==> src/hdl/psf_pkg.sv <==
// Shared types, constants and helpers for the polygon scanline span fill unit.
// No dependencies; every other file imports this package.
package psf_pkg;

    // Default sizing, handed to the top level as parameter defaults
    localparam int MAX_VERTICES_DEF = 32;
    localparam int FRAC_BITS_DEF    = 16;

    // At most this many visible spans are emitted per row step
    localparam int MAX_RESULTS = 16;
    localparam int NRES_W      = $clog2(MAX_RESULTS + 1);

    // Configuration port
    localparam int CFG_ADDR_W = 3;
    localparam int CFG_DATA_W = 32;
    localparam int STEP_W     = 17;

    localparam logic [CFG_ADDR_W-1:0] CFG_CLIP_LEFT   = 3'd0;
    localparam logic [CFG_ADDR_W-1:0] CFG_CLIP_RIGHT  = 3'd1;
    localparam logic [CFG_ADDR_W-1:0] CFG_CLIP_TOP    = 3'd2;
    localparam logic [CFG_ADDR_W-1:0] CFG_CLIP_BOTTOM = 3'd3;
    localparam logic [CFG_ADDR_W-1:0] CFG_ROW_STEP    = 3'd4;

    localparam logic signed [31:0] CLIP_LEFT_RST   = 32'sd0;
    localparam logic signed [31:0] CLIP_RIGHT_RST  = 32'sh7fffffff;
    localparam logic signed [31:0] CLIP_TOP_RST    = 32'sd0;
    localparam logic signed [31:0] CLIP_BOTTOM_RST = 32'sh7fffffff;
    localparam logic [STEP_W-1:0]  ROW_STEP_RST    = 17'd6554;

    // Opcodes of an input beat
    localparam logic OP_VERTEX = 1'b0;
    localparam logic OP_ROW    = 1'b1;

    // Multiplier operand widths
    localparam int MUL_A_W = 32;
    localparam int MUL_B_W = 33;
    localparam int MUL_P_W = MUL_A_W + MUL_B_W;

    typedef struct packed {
        logic              opcode;
        logic signed [31:0] vertex_x;
        logic signed [31:0] vertex_y;
        logic              last_vertex;
    } t_in_beat;

    typedef struct packed {
        logic signed [31:0] span_left;
        logic signed [31:0] span_row;
        logic [30:0]       span_width;
        logic              span_valid;
        logic              last_of_row;
        logic              polygon_done;
    } t_out_beat;

    typedef struct packed {
        logic signed [31:0] x;
        logic signed [31:0] y;
    } t_vertex;

    typedef enum logic [5:0] {
        ST_IDLE,
        ST_IDLE_OUT,
        ST_VS_A,
        ST_VS_AY,
        ST_VS_B,
        ST_VS_BI,
        ST_VS_BC,
        ST_F0,
        ST_F1,
        ST_F2,
        ST_F3,
        ST_F4,
        ST_E_A,
        ST_E_B,
        ST_E_C,
        ST_E_D,
        ST_E_R,
        ST_D_A,
        ST_D_B,
        ST_D_S,
        ST_D_W,
        ST_I_A,
        ST_I_D,
        ST_I_M,
        ST_S_A,
        ST_S_B,
        ST_S_C,
        ST_S_D,
        ST_P_A,
        ST_P_B,
        ST_P_C,
        ST_P_F,
        ST_A_A,
        ST_A_B,
        ST_A_C,
        ST_A_F
    } t_state;

    // Clamp a wide signed value into 32 bits signed
    function automatic logic signed [31:0] sat32(input logic signed [65:0] v);
        logic signed [31:0] r;
        if (v > 66'sh0_7fff_ffff) begin
            r = 32'sh7fffffff;
        end else if (v < -66'sh0_8000_0000) begin
            r = 32'sh80000000;
        end else begin
            r = v[31:0];
        end
        return r;
    endfunction

endpackage

==> src/hdl/psf_mul.sv <==
// Bit-serial signed multiplier, one multiplier bit per cycle, then a sign fix-up step.
// Depends on psf_pkg for the operand widths.
module psf_mul import psf_pkg::*; (
    input  logic                      i_clk,
    input  logic                      i_rst_n,
    input  logic                      i_start,
    input  logic signed [MUL_A_W-1:0] i_a,
    input  logic signed [MUL_B_W-1:0] i_b,
    output logic                      o_done,
    output logic signed [MUL_P_W-1:0] o_prod
);

    localparam int CNT_W = $clog2(MUL_B_W + 1);

    logic               r_busy;
    logic               r_done;
    logic [CNT_W-1:0]   r_cnt;
    logic [MUL_P_W-1:0] r_acc;
    logic [MUL_P_W-1:0] r_mc;
    logic [MUL_B_W-1:0] r_mp;
    logic               r_neg;
    logic signed [MUL_P_W-1:0] r_prod;

    logic [MUL_A_W:0]   a_ext;
    logic [MUL_A_W:0]   a_mag;
    logic [MUL_B_W:0]   b_ext;
    logic [MUL_B_W:0]   b_mag;

    // Operand magnitudes
    always_comb begin
        a_ext = {i_a[MUL_A_W-1], i_a};
        a_mag = i_a[MUL_A_W-1] ? (~a_ext + 1'b1) : a_ext;
        b_ext = {i_b[MUL_B_W-1], i_b};
        b_mag = i_b[MUL_B_W-1] ? (~b_ext + 1'b1) : b_ext;
    end

    // Control: run for one step per multiplier bit, then finish
    always_ff @(posedge i_clk) begin
        if (!i_rst_n) begin
            r_busy <= 1'b0;
            r_done <= 1'b0;
            r_cnt  <= '0;
        end else begin
            r_done <= 1'b0;
            if (i_start) begin
                r_busy <= 1'b1;
                r_cnt  <= '0;
            end else if (r_busy) begin
                if (r_cnt == CNT_W'(MUL_B_W)) begin
                    r_busy <= 1'b0;
                    r_done <= 1'b1;
                end else begin
                    r_cnt <= r_cnt + 1'b1;
                end
            end
        end
    end

    // Datapath: shift and add, then apply the sign
    always_ff @(posedge i_clk) begin
        if (i_start) begin
            r_acc <= '0;
            r_mc  <= MUL_P_W'(a_mag[MUL_A_W-1:0]);
            r_mp  <= b_mag[MUL_B_W-1:0];
            r_neg <= i_a[MUL_A_W-1] ^ i_b[MUL_B_W-1];
        end else if (r_busy) begin
            if (r_cnt == CNT_W'(MUL_B_W)) begin
                r_prod <= r_neg ? $signed(~r_acc + 1'b1) : $signed(r_acc);
            end else begin
                if (r_mp[0]) begin
                    r_acc <= r_acc + r_mc;
                end
                r_mc <= {r_mc[MUL_P_W-2:0], 1'b0};
                r_mp <= {1'b0, r_mp[MUL_B_W-1:1]};
            end
        end
    end

    assign o_done = r_done;
    assign o_prod = r_prod;

endmodule

==> config.mk <==
export PLATFORM = sky130hd
export DESIGN_NAME = psf_mul
export DESIGN_NICKNAME = d
export VERILOG_FILES = /design/src/hdl/psf_pkg.sv /design/src/hdl/psf_mul.sv
export SDC_FILE = /design/constraint.sdc
export NUM_CORES = 1
export LEC_CHECK = 0
export ABC_AREA = 1
export BUFFER_PORTS_ARGS = -buffer_cell sky130_fd_sc_hd__buf_2
export CORE_MARGIN = 2
export CORE_UTILIZATION = 30
export DETAILED_ROUTE_END_ITERATION = 10
export PLACE_DENSITY = 0.45
export SLEW_MARGIN = 10
export SYNTH_ARGS = -nofsm -noshare
export SYNTH_HDL_FRONTEND = slang
export SYNTH_SLANG_ARGS = --single-unit
==> constraint.sdc <==
create_clock -name i_clk -period 7.01 [get_ports i_clk]
set_input_delay 1.402 -clock i_clk [delete_from_list [all_inputs] [get_ports i_clk]]
set_output_delay 1.402 -clock i_clk [all_outputs]
set_load 0.03 [all_outputs]
[Word level (Yosys, flattened, before mapping)]
Cells that the tools add are included.
Widths: inputs -> output; s select.
Storage, ports and cells
  flip-flop bits (word level): 237
  output and inout port bits: 66
Operators by class
  add/sub/neg operators: 5
  equality and inequality tests: 2
  multiplexer cells: 13
  bitwise logic cells: 8
  reductions and logical operators: 7
Operator list (number)
  $mux 33: 4
  $mux 32: 4
  $add 65x1->65 const B: 1
  $add 65x65->65: 1
  $mux 65: 1
  $not 65->65: 1
  $add 33x1->33 const B: 1
  $not 33->33: 1
  $add 32x1->32 const B: 1
  $not 32->32: 1
  $add 6x1->6 const B: 1
  $eq 6x6->1 const B: 1
  $reduce_and 3->1: 2
  $mux 1: 4
  $not 1->1: 4
  $reduce_and 2->1: 2
  $reduce_or 3->1: 1
  $ne 2x2->1 const B: 1
  $reduce_bool 2->1: 1
  $reduce_or 2->1: 1
  $xor 1x1->1: 1

[Logic depth before layout (Yosys ltp)]
  depth after elaboration: 4
  gate-level depth with buffers: 17
  depth with buffers taken out: 17

[Worst setup path after synthesis]
Ideal clock, no wire load.
  path type: input to register
  from: input port i_start
  to: register r_prod[0], in the netlist o_prod[0], enable pin
  arrival: 6421 ps
  path slack: 22 ps
  cell stages on the path: 4
  path buffers: 3
  cells stage by stage: clkbuf_1 clkbuf_1 buf_1 nor3_1
Between the ends
  word-level cells in the longest chain between the ends: 2
RTL lines
  start: declaration: RTL line psf_mul.sv:6  | input logic i_start,
  $not 1->1 (no source line)
  $reduce_and 3->1 (no source line)
  end signal: assignment: RTL line psf_mul.sv:68  | r_prod <= r_neg ? $signed(~r_acc + 1'b1) : $signed(r_acc);
  end: declaration: RTL line psf_mul.sv:22  | logic signed [MUL_P_W-1:0] r_prod;
Every way passes these cells.
A chain may end at the register's enable or synchronous reset.

[Worst setup path in the final report]
  from: register r_mc[0]
  to: register r_acc[56]
Between the ends
  word-level cells in the longest chain between the ends: 1
RTL lines
  start: declaration: RTL line psf_mul.sv:19  | logic [MUL_P_W-1:0] r_mc;
  start signal: assignment: RTL line psf_mul.sv:63  | r_mc <= MUL_P_W'(a_mag[MUL_A_W-1:0]);
  start signal: assignment: RTL line psf_mul.sv:73  | r_mc <= {r_mc[MUL_P_W-2:0], 1'b0};
  $add 65x65->65: RTL line psf_mul.sv:71  | r_acc <= r_acc + r_mc;
  end signal: assignment: RTL line psf_mul.sv:71
  end: declaration: RTL line psf_mul.sv:18  | logic [MUL_P_W-1:0] r_acc;
Every way passes these cells.

==> metrics.md <==
| Metric | Value |
|---|---|
| Status | completed |
| GRT met3 Usage | 0.0285 |
| Post-Syn Area | 18,200 sq um |
| Leak Pwr | approximately 11 nW |
| Post-CTS Setup Inserts | 0 |
| Logic gate share of total power | 0.252 |
| Power Dens Cells | 214 nW/um^2 |
| Sw frac | 0.343 |
| Final Util | 0.344 |
| CP peak stage delay | 0.46 ns |
| CP max stage cell | edfxtp_1 |
| Initial Utilization | 0.303 |
| Routed vias/inst | 4.63 |
| Crit-path leading delay family | simple AND/OR/NAND/NOR gates |
| Pre-CTS WS | roughly 3.6 ns |
| # resized after CTS | 0 |
| DP HPWL | 51,500 um |
| Hold Slack | approximately 0.47 ns |
| RD Place Congestion | around 0.90 |
| 1st-pass router iterations | 5 |
| Multi-input combinational cell area | 9850 sq um |
| Pint | 2.91 mW |
| Clk_lat worst skew | 0.59 ns |
| Initial antenna violation count | 9 |
| Fmax | between 300 and 400 MHz |
| Nets@finish | 3,129 |
| GRT met1 Usage | 0.281 |
| Worst Path Arrival | 3.29 ns |
| Peak supply drop | 0.115 mV |
| Compound-Gate Fraction of Synth Area | 0.0890 |
| CP max FO | 4 |
| Req. time, crit path | around 7.5 ns |
| Synth Area in XOR/XNOR | 0.0547 |
| Via Count | 17.6k |
| Initial DRC count | 1,206 |
| R2r endpoint | r_acc[56] |
| Number of global-route vias before repair | 16.9k |
| Fin Clk Skew | around 0.015 ns |
| Most frequent cells in the layout | nand2_1 (911), inv_1 (557), nor2_1 (311) |
| HP Start | r_cnt[5] |
| WL/cell | about 16 um |
| GRT Overall Usage | 0.198 |
| Core Rows | 90 |
| Startpoint type of the worst setup path | flop |
| Largest net degree at the start of global routing | 97 |
| Clock sinks | 237 |
| Fin. max-slew vios | 0 |
| Clock slew at reported path FFs | 0.06 ns |
| RSZ-0062 raised after global routing | false |
| Most common cell after layout, fill and taps aside | nand2_1 |
| Tcrit/Tclk final | 0.401 |
| Boundary Pins | 134 |
| # DRC | 0 |
| Layout cells sized above 1 | 0.0770 |
| Adder-Cell Fraction of Synth Area | 0.0484 |
| Sequential fraction of the synthesis area | 0.332 |
| Max-Cap Viols | 0 |
| Met2 Usage GRT | 0.308 |
| Sequential share of power | 0.383 |
| Reg area | 6060 sq um |
| Full die area | 62,800 sq um |
| Core box area | 60,200 sq um |
| Simple-gate share of the synthesized area | 0.347 |
| CP Class | reg -> reg |
| Clock power share | 0.365 |
| Clock buffer depth | 3 |
| Die height | about 250 um |
| Synthesized netlist cell count | 2,880 |
| Yosys cell types | 44 |
| End of the worst hold path | r_cnt[5] |
| Reg2reg path depth | 14 |
| Rel. slew slack | 0.221 |
| CTS Buf Count | 29 |
| Busiest grt layer | met2 |
| Setup ws final | 4.20 ns |
| Min Tclk post-route | 2.81 ns |
| Largest family of logic cells by synthesized area | simple AND/OR/NAND/NOR gates |
| Grt ovf | 0 |
| Final Hold Violating Endpoints | 0 |
| Worst Setup End Kind | flop |
| Net switching power | 1.52 mW |
| Worst R2R Setup Slack | between 4 and 5 ns |
| IO buf count | between 100 and 150 |
| Hold WC Path Type | reg -> reg |
| Setup violations, final | 0 |
| Chip width | 251 um |
| Synthesized Nets | 3,018 |
| Most frequent CP cell | nand2_1 |
| Worst-Margin Slew | between 1 and 1.5 ns |
| Mux cell area share after synthesis | 0 |
| Crit-path cells | ha_1 -> fa_1 -> nand3_1 -> nand3_1 -> nand2_1 -> nand2_1 -> nand2_1 -> nand3b_1 -> nand2_1 -> nand2_1 -> nand2_1 -> nand3_1 -> nand2_1 -> inv_1 |
| Syn. warnings | 0 |
| Seq cells post-synth | 237 |
| Total Routed Length | 62,600 um |
| Fillers | ~6.7k |
| Synth Area per Inst | between 6 and 7 sq um |
| CTS tree | yes |
| Hold path cells | 1 |
| Global-route wire length before repair | a little under 100,000 um |
| Hold Buf Count CTS | 0 |
| Routed Antenna Nets | 0 |
| Area growth from synthesis to layout | 13.7% |
| Clk root buf | clkbuf_16 |
| Setup tns final | 0 ns |
| Startpoint of the worst register-to-register path | r_mc[0] |
| WP buf/inv | 1 |
| H-tree depth | 1 |
[power by group through the flow]
stage          clock network, mW  registers [mW]  logic [mW]
4_1_cts                     1.68            1.69        1.12
2_1_floorplan                  0            1.67       0.781
3_5_place_dp                   0            1.72        1.11
3_3_place_gp                   0            1.72        1.11
5_1_grt                     1.72            1.71        1.26
6_report                    1.62            1.70        1.12
[synthesized netlist by cell type, drive strengths merged]
cell type	number	area [sq um]
fa	1	20.0
o41ai	1	8.76
a21oi	115	591
dfxtp	106	2120
o21ai	150	762
o21bai	2	15.0
nor3	47	273
nor2	319	1230
nor4	11	68.8
edfxtp	131	3930
xor2	106	928
and2	1	6.26
nand4	38	238
ha	69	863
nand3b	6	45.0
and3	5	31.3
xnor2	8	70.1
clkinv	1	3.75
inv	560	2100
a211oi	1	7.51
o211ai	12	90.1
or2	14	87.6
nand3	171	866
nand2	922	3490
a21o	1	7.51
buf	17	71.3
a31oi	13	81.3
o31ai	5	37.5
o21a	3	22.5
clkbuf	44	165
[metal layers]
metal,wire (um),share of wire
met1,30700,0.49
met2,26400,0.42
met3,3550,0.057
met4,1920,0.031
met5,43,0.00069
[logic make-up after synthesis]
kind of cell / Yosys count
DFF: 237
adders and majority gates: 70
AOI/OAI and AO/OA: 303
xor gates and xnor gates: 114
and+or+nand+nor: 1534
buffers and inverters: 622
[cell type report]
class | instances | share of cell area
Antenna cell | 6 | 0.000724
Clock buffer | 34 | 0.0359
Clock inverter | 20 | 0.0126
Inverter | 561 | 0.102
Multi-Input combinational cell | 2021 | 0.475
Sequential cell | 237 | 0.292
Tap cell | 782 | 0.0472
Timing Repair Buffer | 141 | 0.0351
[worst max path at each step]
stage            start   endpoint  slack (ns)  cells past startpoint
2_1_floorplan  i_start  o_prod[0]        0.02                      4
3_3_place_gp    i_b[0]   r_mp[24]        3.69                     13
3_5_place_dp   i_start    r_mc[3]        3.63                      4
4_1_cts        r_mc[0]  r_acc[56]        4.23                     14
5_1_grt        r_mc[0]  r_acc[56]        4.06                     14
6_report       r_mc[0]  r_acc[56]        4.20                     14
[flip-flops by register name, summed over array words and instances, names as in the netlist]
register,cells
o_prod,65
r_acc,65
r_mc,65
r_mp,33
r_cnt,6
o_done,1
r_busy,1
r_neg,1
[through the flow]
stage	area (sq um)	std cells	total power [mW]
after detailed placement	19700	3742	2.84
after floorplan	18200	2880	2.45
final	20700	3802	4.43
after global routing	20700	3799	4.69
after global placement	19700	3742	2.83
after CTS	20700	3796	4.49
Power figures use the tool's default switching activity.
