## config.mk

```make
export PLATFORM = sky130hd
export DESIGN_NAME = psf_div
export DESIGN_NICKNAME = d
export VERILOG_FILES = /design/src/hdl/psf_pkg.sv /design/src/hdl/psf_div.sv
export SDC_FILE = /design/constraint.sdc
export NUM_CORES = 1
export LEC_CHECK = 0
export BUFFER_PORTS_ARGS = -buffer_cell sky130_fd_sc_hd__buf_2
export CAP_MARGIN = 20
export CORE_MARGIN = 1
export CORE_UTILIZATION = 55
export DETAILED_ROUTE_END_ITERATION = 12
export GPL_ROUTABILITY_DRIVEN = 0
export PLACE_DENSITY = 0.76
export SLEW_MARGIN = 0
export SYNTH_ARGS = -nofsm -noshare
export SYNTH_HDL_FRONTEND = slang
export SYNTH_SLANG_ARGS = --single-unit
```

## constraint.sdc

```tcl
create_clock -name i_clk -period 6.15 [get_ports i_clk]
set_clock_uncertainty 0.1 [all_clocks]
set_input_delay 0 -clock i_clk [delete_from_list [all_inputs] [get_ports i_clk]]
set_output_delay 0 -clock i_clk [all_outputs]
set_load 0.01 [all_outputs]
```

## src/hdl/psf_pkg.sv

```systemverilog
// Shared types, constants and helpers for the polygon scanline span fill unit.
// No dependencies; every other file imports this package.
package psf_pkg;

    // Default sizing, handed to the top level as parameter defaults
    localparam int MAX_VERTICES_DEF = 32;
    localparam int FRAC_BITS_DEF    = 16;

    // At most this many visible spans are emitted per row step
    localparam int MAX_RESULTS = 16;
    localparam int NRES_W      = $clog2(MAX_RESULTS + 1);

    // Configuration port
    localparam int CFG_ADDR_W = 3;
    localparam int CFG_DATA_W = 32;
    localparam int STEP_W     = 17;

    localparam logic [CFG_ADDR_W-1:0] CFG_CLIP_LEFT   = 3'd0;
    localparam logic [CFG_ADDR_W-1:0] CFG_CLIP_RIGHT  = 3'd1;
    localparam logic [CFG_ADDR_W-1:0] CFG_CLIP_TOP    = 3'd2;
    localparam logic [CFG_ADDR_W-1:0] CFG_CLIP_BOTTOM = 3'd3;
    localparam logic [CFG_ADDR_W-1:0] CFG_ROW_STEP    = 3'd4;

    localparam logic signed [31:0] CLIP_LEFT_RST   = 32'sd0;
    localparam logic signed [31:0] CLIP_RIGHT_RST  = 32'sh7fffffff;
    localparam logic signed [31:0] CLIP_TOP_RST    = 32'sd0;
    localparam logic signed [31:0] CLIP_BOTTOM_RST = 32'sh7fffffff;
    localparam logic [STEP_W-1:0]  ROW_STEP_RST    = 17'd6554;

    // Opcodes of an input beat
    localparam logic OP_VERTEX = 1'b0;
    localparam logic OP_ROW    = 1'b1;

    // Multiplier operand widths
    localparam int MUL_A_W = 32;
    localparam int MUL_B_W = 33;
    localparam int MUL_P_W = MUL_A_W + MUL_B_W;

    typedef struct packed {
        logic              opcode;
        logic signed [31:0] vertex_x;
        logic signed [31:0] vertex_y;
        logic              last_vertex;
    } t_in_beat;

    typedef struct packed {
        logic signed [31:0] span_left;
        logic signed [31:0] span_row;
        logic [30:0]       span_width;
        logic              span_valid;
        logic              last_of_row;
        logic              polygon_done;
    } t_out_beat;

    typedef struct packed {
        logic signed [31:0] x;
        logic signed [31:0] y;
    } t_vertex;

    typedef enum logic [5:0] {
        ST_IDLE,
        ST_IDLE_OUT,
        ST_VS_A,
        ST_VS_AY,
        ST_VS_B,
        ST_VS_BI,
        ST_VS_BC,
        ST_F0,
        ST_F1,
        ST_F2,
        ST_F3,
        ST_F4,
        ST_E_A,
        ST_E_B,
        ST_E_C,
        ST_E_D,
        ST_E_R,
        ST_D_A,
        ST_D_B,
        ST_D_S,
        ST_D_W,
        ST_I_A,
        ST_I_D,
        ST_I_M,
        ST_S_A,
        ST_S_B,
        ST_S_C,
        ST_S_D,
        ST_P_A,
        ST_P_B,
        ST_P_C,
        ST_P_F,
        ST_A_A,
        ST_A_B,
        ST_A_C,
        ST_A_F
    } t_state;

    // Clamp a wide signed value into 32 bits signed
    function automatic logic signed [31:0] sat32(input logic signed [65:0] v);
        logic signed [31:0] r;
        if (v > 66'sh0_7fff_ffff) begin
            r = 32'sh7fffffff;
        end else if (v < -66'sh0_8000_0000) begin
            r = 32'sh80000000;
        end else begin
            r = v[31:0];
        end
        return r;
    endfunction

endpackage

```

## src/hdl/psf_div.sv

```systemverilog
// Restoring divider for edge slopes: (dx * 2^FRAC_BITS) / dy, truncated and saturated.
// Depends on psf_pkg for the FRAC_BITS default; one quotient bit per cycle.
module psf_div import psf_pkg::*; #(
    parameter int FRAC_BITS = FRAC_BITS_DEF
) (
    input  logic               i_clk,
    input  logic               i_rst_n,
    input  logic               i_start,
    input  logic signed [32:0] i_dx,
    input  logic [31:0]        i_dy,
    output logic               o_done,
    output logic signed [31:0] o_quo
);

    localparam int NW    = 32 + FRAC_BITS;
    localparam int CNT_W = $clog2(NW + 1);

    logic              r_busy;
    logic              r_done;
    logic [CNT_W-1:0]  r_cnt;
    logic [31:0]       r_rem;
    logic [NW-1:0]     r_dq;
    logic [31:0]       r_den;
    logic              r_neg;
    logic signed [31:0] r_quo;

    logic [32:0] dx_mag;
    logic [32:0] trial;
    logic        fits;
    logic [32:0] trial_sub;

    always_comb begin
        dx_mag    = i_dx[32] ? (~i_dx + 1'b1) : i_dx;
        trial     = {r_rem, r_dq[NW-1]};
        fits      = trial >= {1'b0, r_den};
        trial_sub = trial - {1'b0, r_den};
    end

    // Control
    always_ff @(posedge i_clk) begin
        if (!i_rst_n) begin
            r_busy <= 1'b0;
            r_done <= 1'b0;
            r_cnt  <= '0;
        end else begin
            r_done <= 1'b0;
            if (i_start) begin
                r_busy <= 1'b1;
                r_cnt  <= '0;
            end else if (r_busy) begin
                if (r_cnt == CNT_W'(NW)) begin
                    r_busy <= 1'b0;
                    r_done <= 1'b1;
                end else begin
                    r_cnt <= r_cnt + 1'b1;
                end
            end
        end
    end

    // Datapath: shift in one quotient bit per step, then sign and clamp
    always_ff @(posedge i_clk) begin
        if (i_start) begin
            r_rem <= '0;
            r_dq  <= {dx_mag[31:0], {FRAC_BITS{1'b0}}};
            r_den <= i_dy;
            r_neg <= i_dx[32];
        end else if (r_busy) begin
            if (r_cnt == CNT_W'(NW)) begin
                if (!r_neg && (r_dq > NW'(32'h7fffffff))) begin
                    r_quo <= 32'sh7fffffff;
                end else if (r_neg && (r_dq > NW'(32'h80000000))) begin
                    r_quo <= 32'sh80000000;
                end else if (r_neg) begin
                    r_quo <= $signed(~r_dq[31:0] + 1'b1);
                end else begin
                    r_quo <= $signed(r_dq[31:0]);
                end
            end else begin
                r_rem <= fits ? trial_sub[31:0] : trial[31:0];
                r_dq  <= {r_dq[NW-2:0], fits};
            end
        end
    end

    assign o_done = r_done;
    assign o_quo  = r_quo;

endmodule

```

---- Word level (Yosys, flattened, before mapping) ----
Index checks and enable logic that the tools add are counted.
word-level totals
  register bits ........................... 153
  input bits .............................. 68
  output and inout bits ................... 33
  word-level logic and storage cells ...... 44
operators by class
  $add $sub $neg .......................... 4
  $lt $le $gt $ge ......................... 3
  equality and inequality tests ........... 2
  muxes and demuxes ....................... 11
  bitwise logic cells ..................... 6
  reductions and logical operators ........ 9
operators with widths
  cell                   count
  $mux 48                3
  $mux 32                4
  $add 32x1->32 const B  2
  $not 32->32            2
  $gt 48x31->1 const B   1
  $gt 48x32->1 const B   1
  $ge 33x32->1           1
  $sub 32x32->32         1
  $add 6x1->6 const B    1
  $eq 6x6->1 const B     1
  $mux 1                 4
  $not 1->1              4
  $reduce_and 2->1       2
  $reduce_and 3->1       1
  $reduce_or 3->1        1
  $logic_and 1x1->1      2
  $ne 2x2->1 const B     1
  $reduce_bool 2->1      1
  $reduce_or 2->1        1
  $logic_not 1->1        1

---- Longest topological paths before layout ----
  word-level depth ........................ 4
  gate-level depth with buffers ........... 13
  gate-level depth less buffers ........... 12

---- Least setup slack after synthesis ----
No wires, ideal clock.
  path type ............................... flip-flop to flip-flop
  start point ............................. reg r_dq[0]
  end point ............................... reg r_quo[26] (netlist: o_quo[26]), data pin
  library setup time ...................... 0.259 ns
  data arrival time ....................... 3.221 ns
  required time ........................... 5.791 ns
  setup slack ............................. 2.570 ns
  cell stages (with the launch flop) ...... 10
  path buffers ............................ 0
  cell sequence ........................... dfxtp_1 > inv_1 > ha_1 > or3b_1 > or4_1 > or4_4 > or4_4 > or4_1 > nor3b_2 > a211o_1
on the way
  longest elaborated chain between the ends .. 4
  elaborated cells between the ends (all ways) .. 8
RTL lines
  what                      RTL line       source
  start: declaration        psf_div.sv:22  logic [NW-1:0] r_dq;
  start signal: assignment  psf_div.sv:65  r_dq <= {dx_mag[31:0], {FRAC_BITS{1'b0}}};
  start signal: assignment  psf_div.sv:81  r_dq <= {r_dq[NW-2:0], fits};
  $not 32->32               psf_div.sv:75  r_quo <= $signed(~r_dq[31:0] + 1'b1);
  $add 32x1->32             psf_div.sv:75
  $mux 32                   psf_div.sv:74  end else if (r_neg) begin
  $mux 32                   psf_div.sv:72  end else if (r_neg && (r_dq > NW'(32'h80000000))) begin
  end signal: assignment    psf_div.sv:75
  end signal: assignment    psf_div.sv:77  r_quo <= $signed(r_dq[31:0]);
  end: declaration          psf_div.sv:25  logic signed [31:0] r_quo;
Several ways; a longest one is shown, not always the timed one.
A chain may end at the register's enable or synchronous reset.

---- Worst setup path in the final report ----
  start point ............................. reg r_dq[0]
  end point ............................... reg r_quo[11] (netlist: o_quo[11]), data pin
Same word-level chain as after synthesis.

==> impl_results.md <==
- Pin count of the biggest net entering global routing: 71
- Total routed wire length on the met1 layer: roughly 9800 um
- Critical path endpoint category: flop
- Post-route worst hold slack: roughly 170 ps
- Post-detailed-route count of antenna-violating nets: 0
- Slack of the worst reg-to-reg path: between 2000 and 2500 ps
- Crit Path Class: flop to flop
- Met3 WL: 1010 um
- DRC violation count after routing: 0
- Number of cells upsized or downsized after cts: 0
- Most frequently used flop master after synthesis: sky130_fd_sc_hd__edfxtp_1
- Arrival time at the worst endpoint: approximately 4200 ps
- Core footprint: about 16000 um2
- H-tree lvl count: 4
- Worst reg2reg endpoint: o_quo[11]$_SDFFCE_PP1P_
- Crit-path slowest cell: sky130_fd_sc_hd__or2_1
- Met2 wire length: between 10000 and 15000 um
- Global route overflow: 0
- Fraction of registers with async set or reset after synthesis: 0%
- Share of the synthesized area in the top cell type: 31.9%
- TritonCTS Buffers: 17
- Reg2reg path depth: 10
- 1st-pass router iterations: 4
- Total Wirelength: about 22000 um
- Number of flip-flops and latches in the synthesized netlist: 153
- Wire length of the first global-routing pass: ~37000 um
- Nets: around 1.3k
- YS warnings: 0
- Most numerous cell on the critical path: sky130_fd_sc_hd__or4_4
- Sum of internal, switching and leakage power: roughly 2.6 mW
- Area growth syn-to-layout: 20.5%
- Initial core utilization: roughly 57%
- Slew @ Worst Pin: 1030 ps
- Vias: 8103
- CP peak stage delay: ~580 ps
- Max Fanout on Critical Path: 27
- Maximum clock path buffer count: 2
- Cell Pwr Density: 237 nW/um2
- Later-pin clock latency in the skew report: roughly 440 ps
- Overall die area: between 15000 and 20000 um2
- Detail-routed via count per cell: 5.84
- Unrepaired setup endpoints after global routing: no
- Final cell count without fillers: 1388
- Worst hold-check path type: input pin to flop
- CTS tree: done
- Number of enable flip-flop cells after synthesis: a little under 100
- Antenna violations before repair: 1
- Clock Pin Slew Worst Setup and Hold Paths: 70 ps
- Rows: 46
- Max cap viols: 0
- Data required time at the worst endpoint: about 6300 ps
- Count of pins over their slew limit: 0
- Max Fclk: 0.245 GHz
- Share of layout cells above drive strength 1: 13.5%
- Syn Inst Count: 1020
- Average instance area after synthesis: a little under 9 um2
- Number of global-route vias before repair: approximately 7.6k
- VDD IR-drop max: 0.201 mV
- Estimated wirelength of the detail-placed design: 14100 um
- Count of routing violations after the opening detailed-route iteration: 678
- FILL cells: ~1.2k
- GR Util All Layers: 27.2%
- Area contributors post-synth: sky130_fd_sc_hd__edfxtp_1 (32%), sky130_fd_sc_hd__dfxtp_1 (12%), sky130_fd_sc_hd__nand2_1 (7.1%)
- Synth area leader: sky130_fd_sc_hd__edfxtp_1
- Run status: complete, no violations
- Die Height: around 130 um
- Worst hold start: i_dy[3]
- Mapped cell area: between 9000 and 10000 um2
- Final period demand of the worst path: approximately 4000 ps
- Kind of start point of the critical path: flop
- Sinks on Clock Net: roughly 150
- Beginning of the critical path: r_dq[0]$_SDFFE_PP0P_
- Uppermost layer routed: met4
- Hold Fails Final Rpt: 0
- Tcrit/Tclk final: about two thirds
- LEAKAGE: 4.36 nW
- Setup TNS: 0 ps
- Headroom to the max-slew limit: a little under a third
- Fraction of the yosys area taken by sequential cells: between 40% and 50%
- Die width: 131 um
- Worst flop-to-flop path startpoint: r_dq[0]$_SDFFE_PP0P_
- Placed Cells: roughly 1.3k
- Port buffer count: 100
- Detail-routed net length per standard cell: around 16 um
- Series of cell instances along the critical path: inv_1, ha_1, or3b_1, or4_1, or4_4, or4_4, o21ai_1, nand2b_1, or2_1, o311ai_1
- Synth Net Count: roughly 1.1k
- Cell variety after synth: 65
- Root buffer selected by CTS: sky130_fd_sc_hd__clkbuf_16
- Final-report setup violation count: 0
- Capturing element of the worst setup path: o_quo[11]$_SDFFCE_PP1P_
- I/O pin count: approximately 100
area by class of cell:
cell class	instances	area, um2	share of cell area, %
Multi-Input combinational cell	759	4670	42.5
Sequential cell	153	4030	36.7
Timing Repair Buffer	176	1260	11.5
Clock buffer	20	468	4.25
Tap cell	216	270	2.46
Inverter	51	191	1.74
Clock inverter	12	101	0.922
Antenna cell	1	2.50	0.0228
registers in the layout, summed over array words and instances (netlist names):
signal / cells
o_quo: 32
r_neg: 1
r_dq: 48
r_rem: 32
r_den: 32
r_cnt: 6
r_busy: 1
o_done: 1
cells in the mapped netlist (5+ instances only):
cell type	number
sky130_fd_sc_hd__o211ai_1	12
sky130_fd_sc_hd__dfxtp_1	56
sky130_fd_sc_hd__xnor2_1	34
sky130_fd_sc_hd__a211oi_1	11
sky130_fd_sc_hd__o31ai_1	11
sky130_fd_sc_hd__nand2b_1	10
sky130_fd_sc_hd__nor4_1	17
sky130_fd_sc_hd__xor2_1	28
sky130_fd_sc_hd__nor2b_1	9
sky130_fd_sc_hd__o21ai_0	99
sky130_fd_sc_hd__o311ai_1	18
sky130_fd_sc_hd__nand2_1	173
sky130_fd_sc_hd__and2_1	5
sky130_fd_sc_hd__or4_1	11
sky130_fd_sc_hd__buf_1	7
sky130_fd_sc_hd__nand4_1	10
sky130_fd_sc_hd__a211o_1	11
sky130_fd_sc_hd__inv_1	50
sky130_fd_sc_hd__nor3b_1	12
sky130_fd_sc_hd__or2_2	7
sky130_fd_sc_hd__a21oi_1	61
sky130_fd_sc_hd__mux2i_1	7
sky130_fd_sc_hd__nand3_1	16
sky130_fd_sc_hd__nor3_1	20
sky130_fd_sc_hd__edfxtp_1	97
sky130_fd_sc_hd__a21o_1	18
sky130_fd_sc_hd__nor2_1	50
sky130_fd_sc_hd__ha_1	36
sky130_fd_sc_hd__clkbuf_1	46
sky130_fd_sc_hd__or3_1	10
sky130_fd_sc_hd__and3_1	7
cells by family after synthesis:
logic type	share of synthesized area [%]
simple gates	19.2
compound gates	19.9
flops	44.2
buf+inv	4.77
xor+xnor	5.95
fa+ha+maj	5.15
mux	0.891
layout by cell type, fill, tap and decap left out, types with 12 or more instances in the layout:
cell / Yosys / final
sky130_fd_sc_hd__nand2_1: 173 / 173
sky130_fd_sc_hd__inv_1: 50 / 50
sky130_fd_sc_hd__nor4_1: 17 / 17
sky130_fd_sc_hd__edfxtp_1: 97 / 97
sky130_fd_sc_hd__nor3_1: 20 / 20
sky130_fd_sc_hd__clkbuf_16: 0 / 18
sky130_fd_sc_hd__dlygate4sd3_1: 0 / 67
sky130_fd_sc_hd__a21o_1: 18 / 18
sky130_fd_sc_hd__xor2_1: 28 / 28
sky130_fd_sc_hd__o21ai_0: 99 / 99
sky130_fd_sc_hd__a21oi_1: 61 / 61
sky130_fd_sc_hd__ha_1: 36 / 36
sky130_fd_sc_hd__dfxtp_1: 56 / 56
sky130_fd_sc_hd__o311ai_1: 18 / 18
sky130_fd_sc_hd__o211ai_1: 12 / 12
sky130_fd_sc_hd__buf_2: 0 / 99
sky130_fd_sc_hd__nor3b_1: 12 / 12
sky130_fd_sc_hd__nor2_1: 50 / 48
sky130_fd_sc_hd__xnor2_1: 34 / 34
sky130_fd_sc_hd__nand3_1: 16 / 16
power by group:
part	internal [mW]	switching, mW	total, mW
combinational	0.170	0.219	0.388
sequential	1.15	0.0460	1.20
clock	0.563	0.450	1.01
worst min-delay path by stage:
stage                                      to  slack (ps)  cells past startpoint
after global placement    r_den[13]$_DFFE_PP_          80                      1
after CTS                  r_den[8]$_DFFE_PP_         150                      2
after global routing       r_den[5]$_DFFE_PP_         160                      2
after detailed placement   r_den[9]$_DFFE_PP_          80                      1
after floorplan            r_den[0]$_DFFE_PP_          -1                      0
final                      r_den[3]$_DFFE_PP_         170                      2
layer usage:
layer / global-route usage [%] / vias up
li1: - / 3996
met1: 36.1 / 3813
met2: 45.2 / 254
met3: 3.91 / 40
met4: 10.3 / 0
met5: 0 / -
worst max-delay path, delay by kind of cell (launching register included):
family	cells	cell delay [ps]
adder cells (fa/ha/maj)	1	200
AND/OR/NAND/NOR	6	2560
flip-flops	1	320
AO/OA/AOI/OAI	2	610
buffers and inverters	1	110
metrics by stage:
stage                     utilization (%)  area [um2]  setup WS (ps)
final                                68.5       11000           2070
after global routing                 68.5       11000           1820
after CTS                            68.5       11000           2080
after detailed placement             60.8        9760           2100
after global placement               60.6        9730           2200
after floorplan                         -        9130           2570
what timing repair did:
item,in CTS,in global routing
setup buffers,0,0
hold buffers,67,0
hold endpoints to repair,107,0
Note: power is estimated with default switching activity, not from simulation.
